`src/sv/cas_pkg.sv`:
```
// Package for the calendar add-seconds block: item structs, working state,
// sequencer states, calendar constants and the month-length function.
package cas_pkg;

    // Width of the seconds-to-add field
    localparam int CAS_ADD_WIDTH = 20;

    localparam logic [5:0] SEC_PER_MIN     = 6'd60;
    localparam logic [5:0] MIN_PER_HOUR    = 6'd60;
    localparam logic [4:0] HOUR_PER_DAY    = 5'd24;
    localparam logic [3:0] MONTHS_PER_YEAR = 4'd12;
    localparam logic [6:0] YEAR_MAX        = 7'd99;
    // Year offset of 2100: the only century in range that is not a leap
    // year (2000 is divisible by 400, so it is)
    localparam logic [6:0] YEAR_NO_LEAP_CENTURY = 7'd100;

    localparam logic [3:0] MONTH_FEB = 4'd2;
    localparam logic [3:0] MONTH_APR = 4'd4;
    localparam logic [3:0] MONTH_JUN = 4'd6;
    localparam logic [3:0] MONTH_SEP = 4'd9;
    localparam logic [3:0] MONTH_NOV = 4'd11;

    typedef logic [CAS_ADD_WIDTH-1:0] t_cas_left;

    typedef struct packed {
        logic [6:0] start_year;
        logic [3:0] start_month;
        logic [4:0] start_day;
        logic [4:0] start_hour;
        logic [5:0] start_minute;
        logic [5:0] start_second;
        logic [2:0] start_weekday;
        t_cas_left  add_seconds;
    } t_cas_in;

    typedef struct packed {
        logic [6:0] new_year;
        logic [3:0] new_month;
        logic [4:0] new_day;
        logic [4:0] new_hour;
        logic [5:0] new_minute;
        logic [5:0] new_second;
        logic [2:0] new_weekday;
    } t_cas_out;

    // Date and time being advanced, with the seconds still to add
    typedef struct packed {
        logic [6:0] year;
        logic [3:0] month;
        logic [4:0] day;
        logic [4:0] hour;
        logic [5:0] minute;
        logic [5:0] second;
        logic [2:0] weekday;
        t_cas_left  left;
    } t_cas_work;

    typedef enum logic [1:0] {
        ST_IDLE,
        ST_RUN,
        ST_DONE
    } t_cas_state;

    // Days in a month; months outside 1..12 count as 31 days.
    // Leap rule of (2000 + year) over offsets 0..127: multiple of four,
    // except 2100.
    function automatic logic [4:0] cas_month_days(input logic [6:0] year,
                                                  input logic [3:0] month);
        logic leap;
        begin
            leap = (year[1:0] == 2'b00) && (year != YEAR_NO_LEAP_CENTURY);
            case (month)
                MONTH_FEB: return leap ? 5'd29 : 5'd28;
                MONTH_APR, MONTH_JUN, MONTH_SEP, MONTH_NOV: return 5'd30;
                default: return 5'd31;
            endcase
        end
    endfunction

endpackage

```
`src/sv/cas_step.sv`:
```
// One step of the date advance: finish the seconds, or move to the next
// minute and ripple the carry up to the year. Depends on cas_pkg.
module cas_step (
    input  cas_pkg::t_cas_work i_work,
    output cas_pkg::t_cas_work o_work
);
    import cas_pkg::*;

    logic [5:0] to_next;
    logic [6:0] min_inc;
    logic [5:0] hour_inc;
    logic [5:0] day_inc;
    logic [4:0] month_inc;
    logic [7:0] year_inc;
    logic [4:0] mdays;

    // Increment candidates and the seconds to the next minute boundary
    always_comb begin
        to_next   = (i_work.second < SEC_PER_MIN) ? (SEC_PER_MIN - i_work.second) : 6'd1;
        min_inc   = {1'b0, i_work.minute} + 7'd1;
        hour_inc  = {1'b0, i_work.hour} + 6'd1;
        day_inc   = {1'b0, i_work.day} + 6'd1;
        month_inc = {1'b0, i_work.month} + 5'd1;
        year_inc  = {1'b0, i_work.year} + 8'd1;
        mdays     = cas_month_days(i_work.year, i_work.month);
    end

    // Advance one step
    always_comb begin
        o_work = i_work;
        if (i_work.left < t_cas_left'(to_next)) begin
            // remainder fits within this minute
            o_work.second = i_work.second + i_work.left[5:0];
            o_work.left   = '0;
        end else begin
            o_work.left   = i_work.left - t_cas_left'(to_next);
            o_work.second = '0;
            if (min_inc < {1'b0, MIN_PER_HOUR}) begin
                o_work.minute = min_inc[5:0];
            end else begin
                o_work.minute = '0;
                if (hour_inc < {1'b0, HOUR_PER_DAY}) begin
                    o_work.hour = hour_inc[4:0];
                end else begin
                    o_work.hour = '0;
                    if (day_inc <= {1'b0, mdays}) begin
                        o_work.day = day_inc[4:0];
                    end else begin
                        o_work.day = 5'd1;
                        if (month_inc <= {1'b0, MONTHS_PER_YEAR}) begin
                            o_work.month = month_inc[3:0];
                        end else begin
                            o_work.month = 4'd1;
                            o_work.year  = (year_inc > {1'b0, YEAR_MAX}) ?
                                           7'd0 : year_inc[6:0];
                        end
                    end
                end
            end
        end
    end

endmodule

```
`src/sv/calendar_add_seconds_top.sv`:
```
// Calendar add-seconds block: adds a count of seconds to a Gregorian date
// and time (year as offset from 2000, wrapping after 99) and returns one
// result item per input item, weekday copied through. The block works on
// one item at a time: a single step unit advances the time by at most one
// minute boundary per cycle; an item goes through a load, the steps, an
// end check and a hand-off to the output register. The input side is
// ready again as soon as the result sits in the output register, even if
// that is not yet taken. Depends on cas_pkg and cas_step.
module calendar_add_seconds_top (
    input  logic             i_clk,
    input  logic             i_rst_n,
    input  logic             i_in_valid,
    output logic             o_in_ready,
    input  cas_pkg::t_cas_in i_in_data,
    output logic             o_out_valid,
    input  logic             i_out_ready,
    output cas_pkg::t_cas_out o_out_data
);
    import cas_pkg::*;

    t_cas_state r_state, n_state;
    t_cas_work  r_work, n_work;
    t_cas_work  step_work;
    t_cas_out   r_out, n_out;
    logic       r_out_valid, n_out_valid;
    logic       in_take;
    logic       out_load;

    cas_step u_step (
        .i_work (r_work),
        .o_work (step_work)
    );

    // Next state
    always_comb begin
        n_state = r_state;
        case (r_state)
            ST_IDLE: begin
                if (i_in_valid) n_state = ST_RUN;
            end
            ST_RUN: begin
                if (r_work.left == '0) n_state = ST_DONE;
            end
            ST_DONE: begin
                if (!r_out_valid || i_out_ready) n_state = ST_IDLE;
            end
            default: n_state = ST_IDLE;
        endcase
    end

    // Sequencer outputs
    always_comb begin
        o_in_ready = 1'b0;
        out_load   = 1'b0;
        case (r_state)
            ST_IDLE: o_in_ready = 1'b1;
            ST_RUN:  o_in_ready = 1'b0;
            ST_DONE: out_load   = !r_out_valid || i_out_ready;
            default: o_in_ready = 1'b0;
        endcase
    end

    assign in_take = i_in_valid && o_in_ready;

    // Load an item, step it, or hold
    always_comb begin
        n_work = r_work;
        if (in_take) begin
            n_work.year    = i_in_data.start_year;
            n_work.month   = i_in_data.start_month;
            n_work.day     = i_in_data.start_day;
            n_work.hour    = i_in_data.start_hour;
            n_work.minute  = i_in_data.start_minute;
            n_work.second  = i_in_data.start_second;
            n_work.weekday = i_in_data.start_weekday;
            n_work.left    = i_in_data.add_seconds;
        end else if (r_state == ST_RUN && r_work.left != '0) begin
            n_work = step_work;
        end
    end

    // Output register: fill from the finished item, drop once taken
    always_comb begin
        n_out       = r_out;
        n_out_valid = r_out_valid;
        if (out_load) begin
            n_out.new_year    = r_work.year;
            n_out.new_month   = r_work.month;
            n_out.new_day     = r_work.day;
            n_out.new_hour    = r_work.hour;
            n_out.new_minute  = r_work.minute;
            n_out.new_second  = r_work.second;
            n_out.new_weekday = r_work.weekday;
            n_out_valid       = 1'b1;
        end else if (i_out_ready) begin
            n_out_valid = 1'b0;
        end
    end

    always_ff @(posedge i_clk) begin
        if (!i_rst_n) begin
            r_state     <= ST_IDLE;
            r_out_valid <= 1'b0;
        end else begin
            r_state     <= n_state;
            r_out_valid <= n_out_valid;
        end
    end

    always_ff @(posedge i_clk) begin
        r_work <= n_work;
        r_out  <= n_out;
    end

    assign o_out_valid = r_out_valid;
    assign o_out_data  = r_out;

endmodule

```
`config.mk`:
```
export PLATFORM = sky130hd
export DESIGN_NAME = calendar_add_seconds_top
export DESIGN_NICKNAME = d
export VERILOG_FILES = /design/src/sv/cas_pkg.sv /design/src/sv/cas_step.sv /design/src/sv/calendar_add_seconds_top.sv
export SDC_FILE = /design/constraint.sdc
export NUM_CORES = 1
export LEC_CHECK = 0
export ABC_AREA = 1
export ABC_CLOCK_PERIOD_IN_PS = 5800
export BUFFER_PORTS_ARGS = -buffer_cell sky130_fd_sc_hd__buf_2
export CAP_MARGIN = 20
export CORE_MARGIN = 2
export CORE_UTILIZATION = 50
export CTS_BUF_LIST = sky130_fd_sc_hd__clkbuf_16
export CTS_CLUSTER_DIAMETER = 80
export DETAILED_ROUTE_END_ITERATION = 10
export MAX_ROUTING_LAYER = met4
export PLACE_DENSITY = 0.75
export SETUP_SLACK_MARGIN = 0.1
export SLEW_MARGIN = 15
export SYNTH_ARGS = -nofsm -noshare
export SYNTH_HDL_FRONTEND = slang
export SYNTH_SLANG_ARGS = --single-unit
```
`constraint.sdc`:
```
create_clock -name i_clk -period 5.8 [get_ports i_clk]
set_clock_uncertainty 0.1 [all_clocks]
set_input_delay 1.16 -clock i_clk [delete_from_list [all_inputs] [get_ports i_clk]]
set_output_delay 1.16 -clock i_clk [all_outputs]
set_load 0.005 [all_outputs]
```
# Word level (Yosys, flattened, before mapping)
# Index checks and enable logic that the tools add are counted.
[classes] add_sub_neg=8 order_cmp=7 eq_ne=16 mux=25 reduce_logical=18
[ops] operator="$mux W56" n=2
[ops] operator="$mux W27" n=1
[ops] operator="$mux W21" n=1
[ops] operator="$logic_not A20 Y1" n=1
[ops] operator="$lt A20 B6 Y1" n=1
[ops] operator="$mux W20" n=1
[ops] operator="$reduce_bool A20 Y1" n=1
[ops] operator="$sub A20 B6 Y20" n=1
[ops] operator="$mux W6" n=3
[ops] operator="$mux W16" n=1
[ops] operator="$ne A2 B2 Y1 const B" n=8
[ops] operator="$mux W7" n=2
[ops] operator="$add A5 B1 Y6 const B" n=2
[ops] operator="$mux W11" n=1
[ops] operator="$mux W5" n=2
[ops] operator="$pmux W5 S2" n=1
[ops] operator="$add A7 B1 Y8 const B" n=1
[ops] operator="$eq A4 B3 Y1 const B" n=2
[ops] operator="$eq A4 B4 Y1 const B" n=2
[ops] operator="$gt A8 B7 Y1 const B" n=1
[ops] operator="$add A6 B1 Y7 const B" n=1
[ops] operator="$lt A7 B6 Y1 const B" n=1
[ops] operator="$ne A7 B7 Y1 const B" n=1
[ops] operator="$add A6 B6 Y6" n=1
[ops] operator="24 further kinds" n=35
[word_totals] register_bits=95 in_bits=60 out_inout_bits=38 wordCells=91

# Depth between registers and ports, before layout
# Gate-level depths: netlist (run 1).
[depth] ltp_word=11 depth_mapped=17 depth_no_buf=17

# Modules after synthesis
# From an unflattened synthesis (run 1), not the netlist that was laid out.
[hier_totals] cells_unflattened=612 hier_area_um2=5929.4
[modules_own_cells] mod="calendar_add_seconds_top" instances=1 cells_each=193 area_each_um2=3728.6 seq_area_each_um2=2822.7
[modules_own_cells] mod="cas_step" instances=1 cells_each=419 area_each_um2=2200.9 seq_area_each_um2=0.0

# Worst setup path after synthesis (run 1)
# No wires, ideal clock.
[synth_timing] path_type="input -> register" startpoint="input port i_out_ready" endpoint="register r_out, in the netlist o_out_data[0] (enable)" setup_time_ns=0.474 arrival_ns=3.681 t_required_ns=5.226 path_slack_ns=1.545 cell_stages=2 path_buffers=0 cell_sequence="nor2_1 -> nor3_1"
[synth_between] elab_chain_cells=2
[synth_rtl] item="from (decl)" line="calendar_add_seconds_top.sv:16" source="input logic i_out_ready,"
[synth_rtl] item="$logic_or A1 B1 Y1" line="calendar_add_seconds_top.sv:58" source="ST_DONE: out_load = !r_out_valid || i_out_ready;"
[synth_rtl] item="$mux W1" line="calendar_add_seconds_top.sv:55" source="case (r_state)"
[synth_rtl] item="to (signal assigned)" line="calendar_add_seconds_top.sv:112" source="r_out <= n_out;"
[synth_rtl] item="to (decl)" line="calendar_add_seconds_top.sv:24" source="t_cas_out r_out, n_out;"
# Every way passes these cells.
# A chain may end at the register's enable or synchronous reset.

# Final worst setup path (run 1)
[layout_timing] startpoint="input port i_in_valid" endpoint="register r_work[40] (netlist name) (enable)"
[layout_between] elab_chain_cells=3 elab_cells_between_ends=6 classes_between="3 x eq/ne; 3 x reduce/logical"
[layout_rtl] item="from (decl)" line="calendar_add_seconds_top.sv:12" source="input logic i_in_valid,"
[layout_rtl] item="$logic_and A1 B1 Y1 (*)" line="calendar_add_seconds_top.sv:63" source="assign in_take = i_in_valid && o_in_ready;"
[layout_rtl] item="$ne A2 B2 Y1 (no source line) / $reduce_bool A2 Y1 (equally long branches)"
[layout_rtl] item="$reduce_and A4 Y1 (no source line) (*)"
[layout_rtl] item="to (signal assigned)" line="calendar_add_seconds_top.sv:111" source="r_work <= n_work;"
[layout_rtl] item="to (decl)" line="calendar_add_seconds_top.sv:22" source="t_cas_work r_work, n_work;"
# Mark *: on every way between the ends. The rest lies on a longest branch, timed or not.

==> reports/qor.yml, run 1 <==
antenna_found_initial: 1
combPwrFrac_pct: 28.1
cp_cell_sequence: "buf_2, inv_1, nor2_4, buf_4, inv_4, nand2_1, buf_4, inv_1, nor3_1"
track_usage_pct: 21.0
rrSetupSlack_ps: 2270
synth-main-ff-cell: "edfxtp_1"
syn-num-nets: 661
power_leakage_nw: 2.83
r2r_cells: 14
multi_input_area_um2: 2200
min_path_type: "reg2reg"
tritoncts: "yes"
cts_htree_levels: 3
p_int_mw: 1.49
initial_core_util_pct: 51.6
cp-start-kind: "input port"
clock-sinks: 95
drc: 0
hold_violations: 0
core_um2: 10400
cts-root-buf: "clkbuf_16"
totalWireLength_um: 11300
power_density_nw_per_um2: 350
drtPass1Iterations: 5
pwr-share-clk_pct: 28.6
ir_drop_mv: 0.184
viasPerCell: 5.17
final.period_utilization_pct: 61.2
synthArstFlopShare_pct: 0
gp_congestion: 0.919
synth_cell_types: 37
max_freq_mhz: 282
ys_seq_area_share_pct: 52.8
cpLargestDelayFamily: "buffers and inverters"
maxCapViolCount: 0
maxSlewViolCount: 0
path_clk_slew_ps: 60
insertion_delay_ps: 340
fin_nets: 765
synthCells: 576
cts.path.max_buffers: 2
synth-edff-count: 92
slowest_stage: "nor3_1"
cp-end-kind: "flop"
rsz0062_at_grt: "false"
syn_avg_cell_area_um2: 9.29
n_fill_cell: 916
drive_above_1_share_pct: 21.9
ioPinCount: 98
drt-initial-drc-count: 239
total_power_mw: 2.21
crit_end: "r_work[40]"
post_cts.repair.setup_buffers: 0
die_w_um: 107
crit_type: "in2reg"
grt_pass1_wl_um: 18200
cts_buffers: 9
arrival_ps: 3420
cp-startpoint: "i_in_valid"
rows: 37
hold_buffers: 0
dieArea_um2: 11500
max_slew_margin_pct: 32.7
area_growth_pct: 18.0
max_stage_delay_ps: 580
die_y_um: 107
setup_tns_ps: 0
routedWlPerCell_um: 13.8
setup_viol_count_final: 0
via_count: 4249
p_seq_share_pct: 43.3
io_buffers: 97
switching_share_pct: 32.4
netlist_area_um2: 5350
rr_startpoint: "r_work[25]"
placed_cell_area_um2: 5990
period_needed_ps: 3550
placed_cells: 805
instances_no_fill: 822
design_area_um2: 6310
grt_overflow: 0
worst_pin_slew_ps: 1000
cp_data_required_time_ps: 5670
grt_max_degree: 64
rr_endpoint: "r_work[49]"
critPathMaxFanout: 63
hold_ws_ps: 328
worst-path-buf-inv: 6
grt_pass1_vias: 4076
ys_seq_elements: 95
hpwl_um: 8440
postRouteAntennaNets: 0
yosysWarnings: 0
cts_resized: 0
status: "complete, no violations"
p_switching_uw: 716
regArea_um2: 2820
worst-path-stages: 9
worst min-delay path by stage:
stage	startpoint	endpoint	slack, ps	cells after the start
final	r_work[21]	o_out_data[1]	330	0
after global routing	r_work[20]	o_out_data[0]	340	0
after CTS	r_work[20]	o_out_data[0]	330	0
after detailed placement	r_work[20]	o_out_data[0]	320	0
after global placement	r_work[21]	o_out_data[1]	300	0
after floorplan	r_work[20]	o_out_data[0]	300	0
logic make-up after synthesis:
kind of cell	Yosys count	share of synthesized area, %
buffers and inverters	81	6.15
DFF	95	52.8
adders and majority gates	25	6.13
AOI/OAI and AO/OA	59	6.76
xor gates and xnor gates	20	3.27
and+or+nand+nor	296	24.9
layout make-up:
class	instances	share of cell area (%)
well taps	136	2.70
clock buffers	9	3.57
diodes	1	0.0396
flip-flops and latches	95	44.7
clock inverters	7	1.51
repair buffers	101	8.16
inverters	73	4.42
multi-input cells	400	34.9
stage by stage:
stage / setup slack [ps] / util (%)
floorplan: 1540 / -
global placement: 2050 / 57.8
detailed placement: 1870 / 57.8
CTS: 2230 / 60.9
global route: 1940 / 60.9
finish: 2250 / 60.9
flip-flops by register name, indices dropped and copies added, names as in the netlist:
signal       flops
r_work          56
o_out_valid      1
o_out_data      36
r_state          2
cells in the mapped netlist, types with 3 or more instances:
library cell | count | area share (%)
nand2_1 | 157 | 11
edfxtp_1 | 92 | 52
inv_1 | 69 | 4.8
nor2_1 | 54 | 3.8
nand3_1 | 46 | 4.3
o21ai_0 | 26 | 2.4
ha_1 | 23 | 5.4
nand4_1 | 12 | 1.4
xor2_1 | 12 | 2.0
o21ai_2 | 11 | 1.8
a21oi_1 | 9 | 0.84
xnor2_1 | 8 | 1.3
nor3_1 | 5 | 0.47
clkbuf_1 | 4 | 0.28
nand3b_1 | 4 | 0.56
nor2_2 | 4 | 0.47
o21bai_1 | 4 | 0.56
buf_2 | 3 | 0.28
dfxtp_1 | 3 | 1.1
nor2_4 | 3 | 0.63
o21ai_1 | 3 | 0.28
metal layers:
| layer | track usage (%) | vias to the layer above | part of all wire (%) |
|---|---|---|---|
| li1 | - | 2134 | - |
| met1 | 25.4 | 1958 | 44 |
| met2 | 34.8 | 142 | 49 |
| met3 | 5.33 | 15 | 5.8 |
| met4 | 6.41 | 0 | 1.6 |
| met5 | - | - | 0 |
cell usage in the layout, fill, tap and decap left out, types with 3 or more instances in the layout:
cell and count:
nand2_1 157, buf_2 97, edfxtp_1 92, inv_1 69, nor2_1 54, nand3_1 46
o21ai_0 26, ha_1 23, xor2_1 12, nand4_1 12, o21ai_2 11, a21oi_1 9
clkbuf_16 9, xnor2_1 8, nand3b_1 4, nor3_1 4, nor2_2 4, o21bai_1 4
buf_4 4, nor2_4 3, o21ai_1 3, dfxtp_1 3
worst register-to-register path: cells and delay by family (launching register included):
kind                       cells  cell delay [ps]
and+or+nand+nor               10             1790
adders and majority gates      2              610
DFF                            1              470
buffers and inverters          2              160
power by group through the flow:
stage	Clock [mW]	Sequential [mW]	Combinational (mW)
floorplan	0	0.949	0.483
global placement	0	0.966	0.595
detailed placement	0	0.970	0.617
CTS	0.640	0.956	0.623
global route	0.674	0.967	0.707
finish	0.632	0.958	0.620
(Power assumes the default switching activity.)
==> run 2, diff against run 1 <==
--- a/config.mk
+++ b/config.mk
@@ -6,7 +6,7 @@
 export NUM_CORES = 1
 export LEC_CHECK = 0
 export ABC_AREA = 1
-export ABC_CLOCK_PERIOD_IN_PS = 5800
+export ABC_CLOCK_PERIOD_IN_PS = 3500
 export BUFFER_PORTS_ARGS = -buffer_cell sky130_fd_sc_hd__buf_2
 export CAP_MARGIN = 20
 export CORE_MARGIN = 2
==> constraint.sdc (replaced) <==
create_clock -name i_clk -period 3.5 [get_ports i_clk]
set_clock_uncertainty 0.1 [all_clocks]
set_input_delay 0.7 -clock i_clk [delete_from_list [all_inputs] [get_ports i_clk]]
set_output_delay 0.7 -clock i_clk [all_outputs]
set_load 0.005 [all_outputs]
==> reports/qor.yml, run 2 (synthesized netlist as in run 1, its figures left out) <==
initial_core_util_pct: 51.6  # unchanged
tritoncts: "yes"
hold_ws_ps: 324  # -4.12 ps
final_cell_mix: "nand2_1, buf_2, edfxtp_1"
fin_nets: 768  # +0.39%
clock-sinks: 95  # unchanged
wl_met1_um: 5030  # +2.1%
path_clk_slew_ps: 60  # about the same
arrival_ps: 3010  # -410 ps
setup_tns_ps: 0  # unchanged
drtPass1Iterations: 5  # unchanged
highest_layer: "met4"
post_cts.repair.setup_buffers: 0  # unchanged
die_y_um: 107  # unchanged
cp_data_required_time_ps: 3380  # -2290 ps
track_usage_pct: 21.5  # +0.52 points
regArea_um2: 2820  # unchanged
fin_ws_ps: 366  # -1890 ps
drt-initial-drc-count: 314  # +31%
cts_htree_levels: 3  # unchanged
n_fill_cell: 860  # -6.1%
mostFrequentLayoutCell: "nand2_1"
final.period_utilization_pct: 89.6
largest_reg_flops: 56  # unchanged
critPathMaxFanout: 8  # -87%
routedWlPerCell_um: 14.1  # +2.4%
grt_overflow: 0  # unchanged
total_power_mw: 3.67  # +66%
totalWireLength_um: 11600  # +2.8%
maxCapViolCount: 0  # unchanged
grt_pass1_vias: 4153  # +1.9%
postRouteAntennaNets: 0  # unchanged
max_slew_margin_pct: 63.8  # +31 points
status: "complete, no violations"
max_freq_mhz: 319
cts-root-buf: "clkbuf_16"
ioPinCount: 98  # unchanged
met2_wirelength_um: 5790  # +4.2%
cp-end-kind: "flop"
hold_violations: 0  # unchanged
dpl_worst_slack_ps: 360  # -1510 ps
final_util_pct: 61.1  # +0.22 points
core_um2: 10400  # unchanged
met3_length_um: 560  # -15%
min_path_type: "reg2reg"
power_leakage_nw: 2.86  # +0.92%
die_w_um: 107  # unchanged
grt_max_degree: 44  # -31%
via_count: 4243  # -0.14%
insertion_delay_ps: 340  # about the same
io_buffers: 97  # unchanged
rows: 37  # unchanged
cts.path.max_buffers: 2  # unchanged
multi_input_area_um2: 2210  # +0.28%
dieArea_um2: 11500  # unchanged
power_density_nw_per_um2: 579  # +65%
drive_above_1_share_pct: 21.9  # +0.050 points
crit_type: "reg2reg"
ir_drop_mv: 0.352  # +91%
hold_buffers: 0  # unchanged
area_growth_pct: 18.4
maxSlewViolCount: 0  # unchanged
period_needed_ps: 3130
antenna_found_initial: 0  # -1
drc: 0  # unchanged
top_register: "r_work"
rrSetupSlack_ps: 370  # -1900 ps
hpwl_um: 8720  # +3.3%
cts_buffers: 9  # unchanged
worst_pin_slew_ps: 539  # -462 ps
setup_viol_count_final: 0  # unchanged
grt_pass1_wl_um: 18900  # +3.7%
rsz0062_at_grt: "false"
cp-start-kind: "flop"
viasPerCell: 5.14  # -0.50%
gp_congestion: 0.896  # -2.5%
cts_resized: 0  # unchanged
run 2: changes by cell type in the layout (fill, tap and decap cells not counted):
cell / previous run / this run
buf_4: 4 / 7
clkinv_2: 1 / 0
clkinv_4: 0 / 1
clkinvlp_4: 2 / 0
inv_1: 69 / 71
inv_6: 0 / 1
inv_8: 1 / 0
nor3_2: 1 / 0
nor3_4: 0 / 1
run 2: cell type report:
class / count / share of cell area (%)
diodes: 1 / 0.0395
clock buffers: 9 / 3.55
clock inverters: 7 / 1.40
inverters: 73 / 4.40
multi-input cells: 400 / 34.9
flip-flops and latches: 95 / 44.5
well taps: 136 / 2.69
repair buffers: 104 / 8.49
run 2: worst max-delay path: stages, from the launching register on:
cell,delay (ps)
edfxtp_1,450
nand2_1,120
nor2_1,40
inv_1,60
nor2_1,50
inv_1,90
nand2_1,70
ha_1,220
fa_1,400
nand3b_1,170
nand2_1,140
nand3_2,130
nand3_4,140
nand2_1,120
nor3_1,450
run 2: per-layer routing:
metal,vias up,GRT usage (%)
met2,115,36.3
met1,1967,25.8
met5,-,-
li1,2141,-
met4,0,8.42
met3,20,3.75
run 2: metrics by stage:
step / std cells / cell area (um^2)
after floorplan: 576 / 5360
after global placement: 808 / 6020
after detailed placement: 808 / 6020
after CTS: 824 / 6330
after global routing: 824 / 6330
final: 825 / 6340
run 2: where the power goes:
| group | switching (mW) | internal [mW] | leakage [nW] | total (mW) |
|---|---|---|---|---|
| combinational | 0.637 | 0.405 | 1.80 | 1.04 |
| clock | 0.418 | 0.622 | 0.160 | 1.04 |
| sequential | 0.138 | 1.45 | 0.894 | 1.59 |
| total | 1.19 | 2.48 | 2.86 | 3.67 |
run 2: final timing paths:
| path | endpoint | from | cells past startpoint |
|---|---|---|---|
| worst max-delay path | r_work[47] | r_work[25] | 14 |
| worst max register to register | r_work[47] | r_work[25] | 14 |
| worst min-delay path | o_out_data[2] | r_work[22] | 0 |
| worst min register to register | o_out_data[2] | r_work[22] | 0 |
==> run 3, diff against run 2 <==
--- a/config.mk
+++ b/config.mk
@@ -6,7 +6,7 @@
 export NUM_CORES = 1
 export LEC_CHECK = 0
 export ABC_AREA = 1
-export ABC_CLOCK_PERIOD_IN_PS = 3500
+export ABC_CLOCK_PERIOD_IN_PS = 2900
 export BUFFER_PORTS_ARGS = -buffer_cell sky130_fd_sc_hd__buf_2
 export CAP_MARGIN = 20
 export CORE_MARGIN = 2
==> constraint.sdc (replaced) <==
create_clock -name i_clk -period 2.9 [get_ports i_clk]
set_clock_uncertainty 0.1 [all_clocks]
set_input_delay 0.58 -clock i_clk [delete_from_list [all_inputs] [get_ports i_clk]]
set_output_delay 0.58 -clock i_clk [all_outputs]
set_load 0.005 [all_outputs]
==> reports/qor.yml, run 3 (synthesized netlist as in run 1, its figures left out) <==
status: "complete, no violations"
cts_htree_levels: 3  # unchanged
cts.path.max_buffers: 2  # unchanged
path_clk_slew_ps: 70  # about the same
pwr-share-clk_pct: 26.8  # -1.6 points
ir_drop_mv: 0.461  # +31%
tritoncts: "yes"
cp_cell_sequence: "buf_6, ha_4, nor3b_4, buf_4, ha_1, a21oi_2, o21ai_1, nor2_1, nand2_1, nand2_2, nand2_4, nor3_2, buf_4"
rows: 37  # unchanged
arrival_ps: 2700  # -310 ps
ioPinCount: 98  # unchanged
fin_ws_ps: 159  # -207 ps
top_register: "r_work"
p_seq_share_pct: 42.0  # -1.2 points
final_cell_mix: "nand2_1, buf_2, edfxtp_1"
grt_max_degree: 31  # -30%
insertion_delay_ps: 340  # about the same
max_stage_delay_ps: 470  # +20 ps
setup_viol_count_final: 0  # unchanged
worst_pin_slew_ps: 389  # -150 ps
maxSlewViolCount: 0  # unchanged
grtUsageMet3_pct: 2.91  # -0.85 points
max_slew_margin_pct: 74.0  # +10 points
grt_pass1_vias: 4239  # +2.1%
rsz0062_at_grt: "true"
cp-end-kind: "flop"
crit_top_cell: "buf_4"
drt-initial-drc-count: 276  # -12%
largest_reg_flops: 56  # unchanged
die_y_um: 107  # unchanged
grt_pass1_wl_um: 19600  # +3.7%
postRouteAntennaNets: 0  # unchanged
hpwl_um: 9010  # +3.3%
critPathMaxFanout: 5  # -3
p_int_mw: 3.02  # +22%
min_path_type: "reg2reg"
combPwrFrac_pct: 31.3  # +2.9 points
cp-start-kind: "flop"
power_leakage_nw: 2.98  # +4.5%
met1_usage_pct: 27.3  # +1.5 points
drive_above_1_share_pct: 28.6  # +6.6 points
dpl_worst_slack_ps: -31.1  # -391 ps
totalWireLength_um: 12200  # +4.6%
drtPass1Iterations: 5  # unchanged
setup_tns_ps: 0  # unchanged
drc: 0  # unchanged
total_power_mw: 4.57  # +25%
hold_ws_ps: 329  # +4.98 ps
max_freq_mhz: 365  # +14%
top_usage_layer: "met2"
gp_congestion: 0.905  # +0.97%
die_w_um: 107  # unchanged
viasPerCell: 5.12  # -0.51%
p_switching_mw: 1.55  # +30%
maxCapViolCount: 0  # unchanged
fin_nets: 790  # +2.9%
routedWlPerCell_um: 14.4  # +1.9%
cpLargestDelayFamily: "simple AND/OR/NAND/NOR gates"
final.period_utilization_pct: 94.5  # +5.0 points
cts_buffers: 9  # unchanged
mostFrequentLayoutCell: "nand2_1"
use_met2_pct: 38.4  # +2.1 points
cts-root-buf: "clkbuf_16"
dieArea_um2: 11500  # unchanged
clock-sinks: 95  # unchanged
n_fill_cell: 845  # -1.7%
track_usage_pct: 22.3  # +0.85 points
period_needed_ps: 2740  # -393 ps
hold_violations: 0  # unchanged
worst-path-buf-inv: 3  # +1
power_density_nw_per_um2: 688  # +19%
via_count: 4334  # +2.1%
cp_data_required_time_ps: 2860  # -520 ps
slowest_stage: "edfxtp_1"
switching_share_pct: 33.9  # +1.4 points
core_um2: 10400  # unchanged
crit_type: "reg2reg"
antenna_found_initial: 1  # +1
initial_core_util_pct: 51.6  # unchanged
grt_overflow: 0  # unchanged
area_growth_pct: 24.3
hold_buffers: 0  # unchanged
io_buffers: 97  # unchanged
[run 3: cell types whose count changed in the layout (fill, tap and decap cells not counted), moves of 5 or more]
cell	change
o21ai_1	+6
nand2_2	+5
nand2_1	-7
o21ai_0	-6
buf_4	+20
[run 3: worst paths after layout]
path	from	endpoint	slack, ps	cells past startpoint
worst min register to register	r_work[20]	o_out_data[0]	330	0
worst max register to register	r_work[46]	r_work[46]	160	13
worst min-delay path	r_work[20]	o_out_data[0]	330	0
worst max-delay path	r_work[46]	r_work[46]	160	13
[run 3: worst register-to-register path: cells and delay by family, from the launching register on]
family / cells / cell delay (ps)
and+or+nand+nor: 6 / 760
AOI/OAI and AO/OA: 2 / 240
DFF: 1 / 470
buffers and inverters: 3 / 450
adders and majority gates: 2 / 440
[run 3: stage by stage]
| stage | instances | cell area, um^2 | util, % |
|---|---|---|---|
| floorplan | 576 | 5370 | - |
| CTS | 840 | 6490 | 62.6 |
| global placement | 818 | 6100 | 58.9 |
| detailed placement | 818 | 6100 | 58.9 |
| finish | 847 | 6650 | 64.1 |
| global route | 847 | 6650 | 64.1 |
[run 3: power groups by stage]
stage | registers, mW | clock network, mW | logic [mW]
3_5_place_dp | 1.94 | 0 | 1.30
3_3_place_gp | 1.93 | 0 | 1.26
4_1_cts | 1.91 | 1.24 | 1.33
6_report | 1.92 | 1.22 | 1.43
5_1_grt | 1.94 | 1.30 | 1.62
2_1_floorplan | 1.90 | 0 | 0.970
[run 3: area by class of cell]
class                           count  area [um^2]  area share [%]
Tap cell                          136          170            2.56
Inverter                           73          279            4.20
Clock inverter                      7         85.1            1.28
Timing Repair Buffer              126          711            10.7
Antenna cell                        1         2.50          0.0376
Multi-Input combinational cell    400         2350            35.4
Clock buffer                        9          225            3.39
Sequential cell                    95         2820            42.4
[run 3: layer usage]
metal / share of wire, % / vias to the layer above
met1: 42 / 1996
met3: 4.4 / 20
met4: 1.8 / 0
met5: 0 / -
li1: - / 2187
met2: 51 / 131
[run 3: repair_timing]
item                                    CTS  global route
gates resized for setup                  10            30
buffers inserted                          6             6
endpoints found under the setup margin   21            49
pin swaps                                 5            12
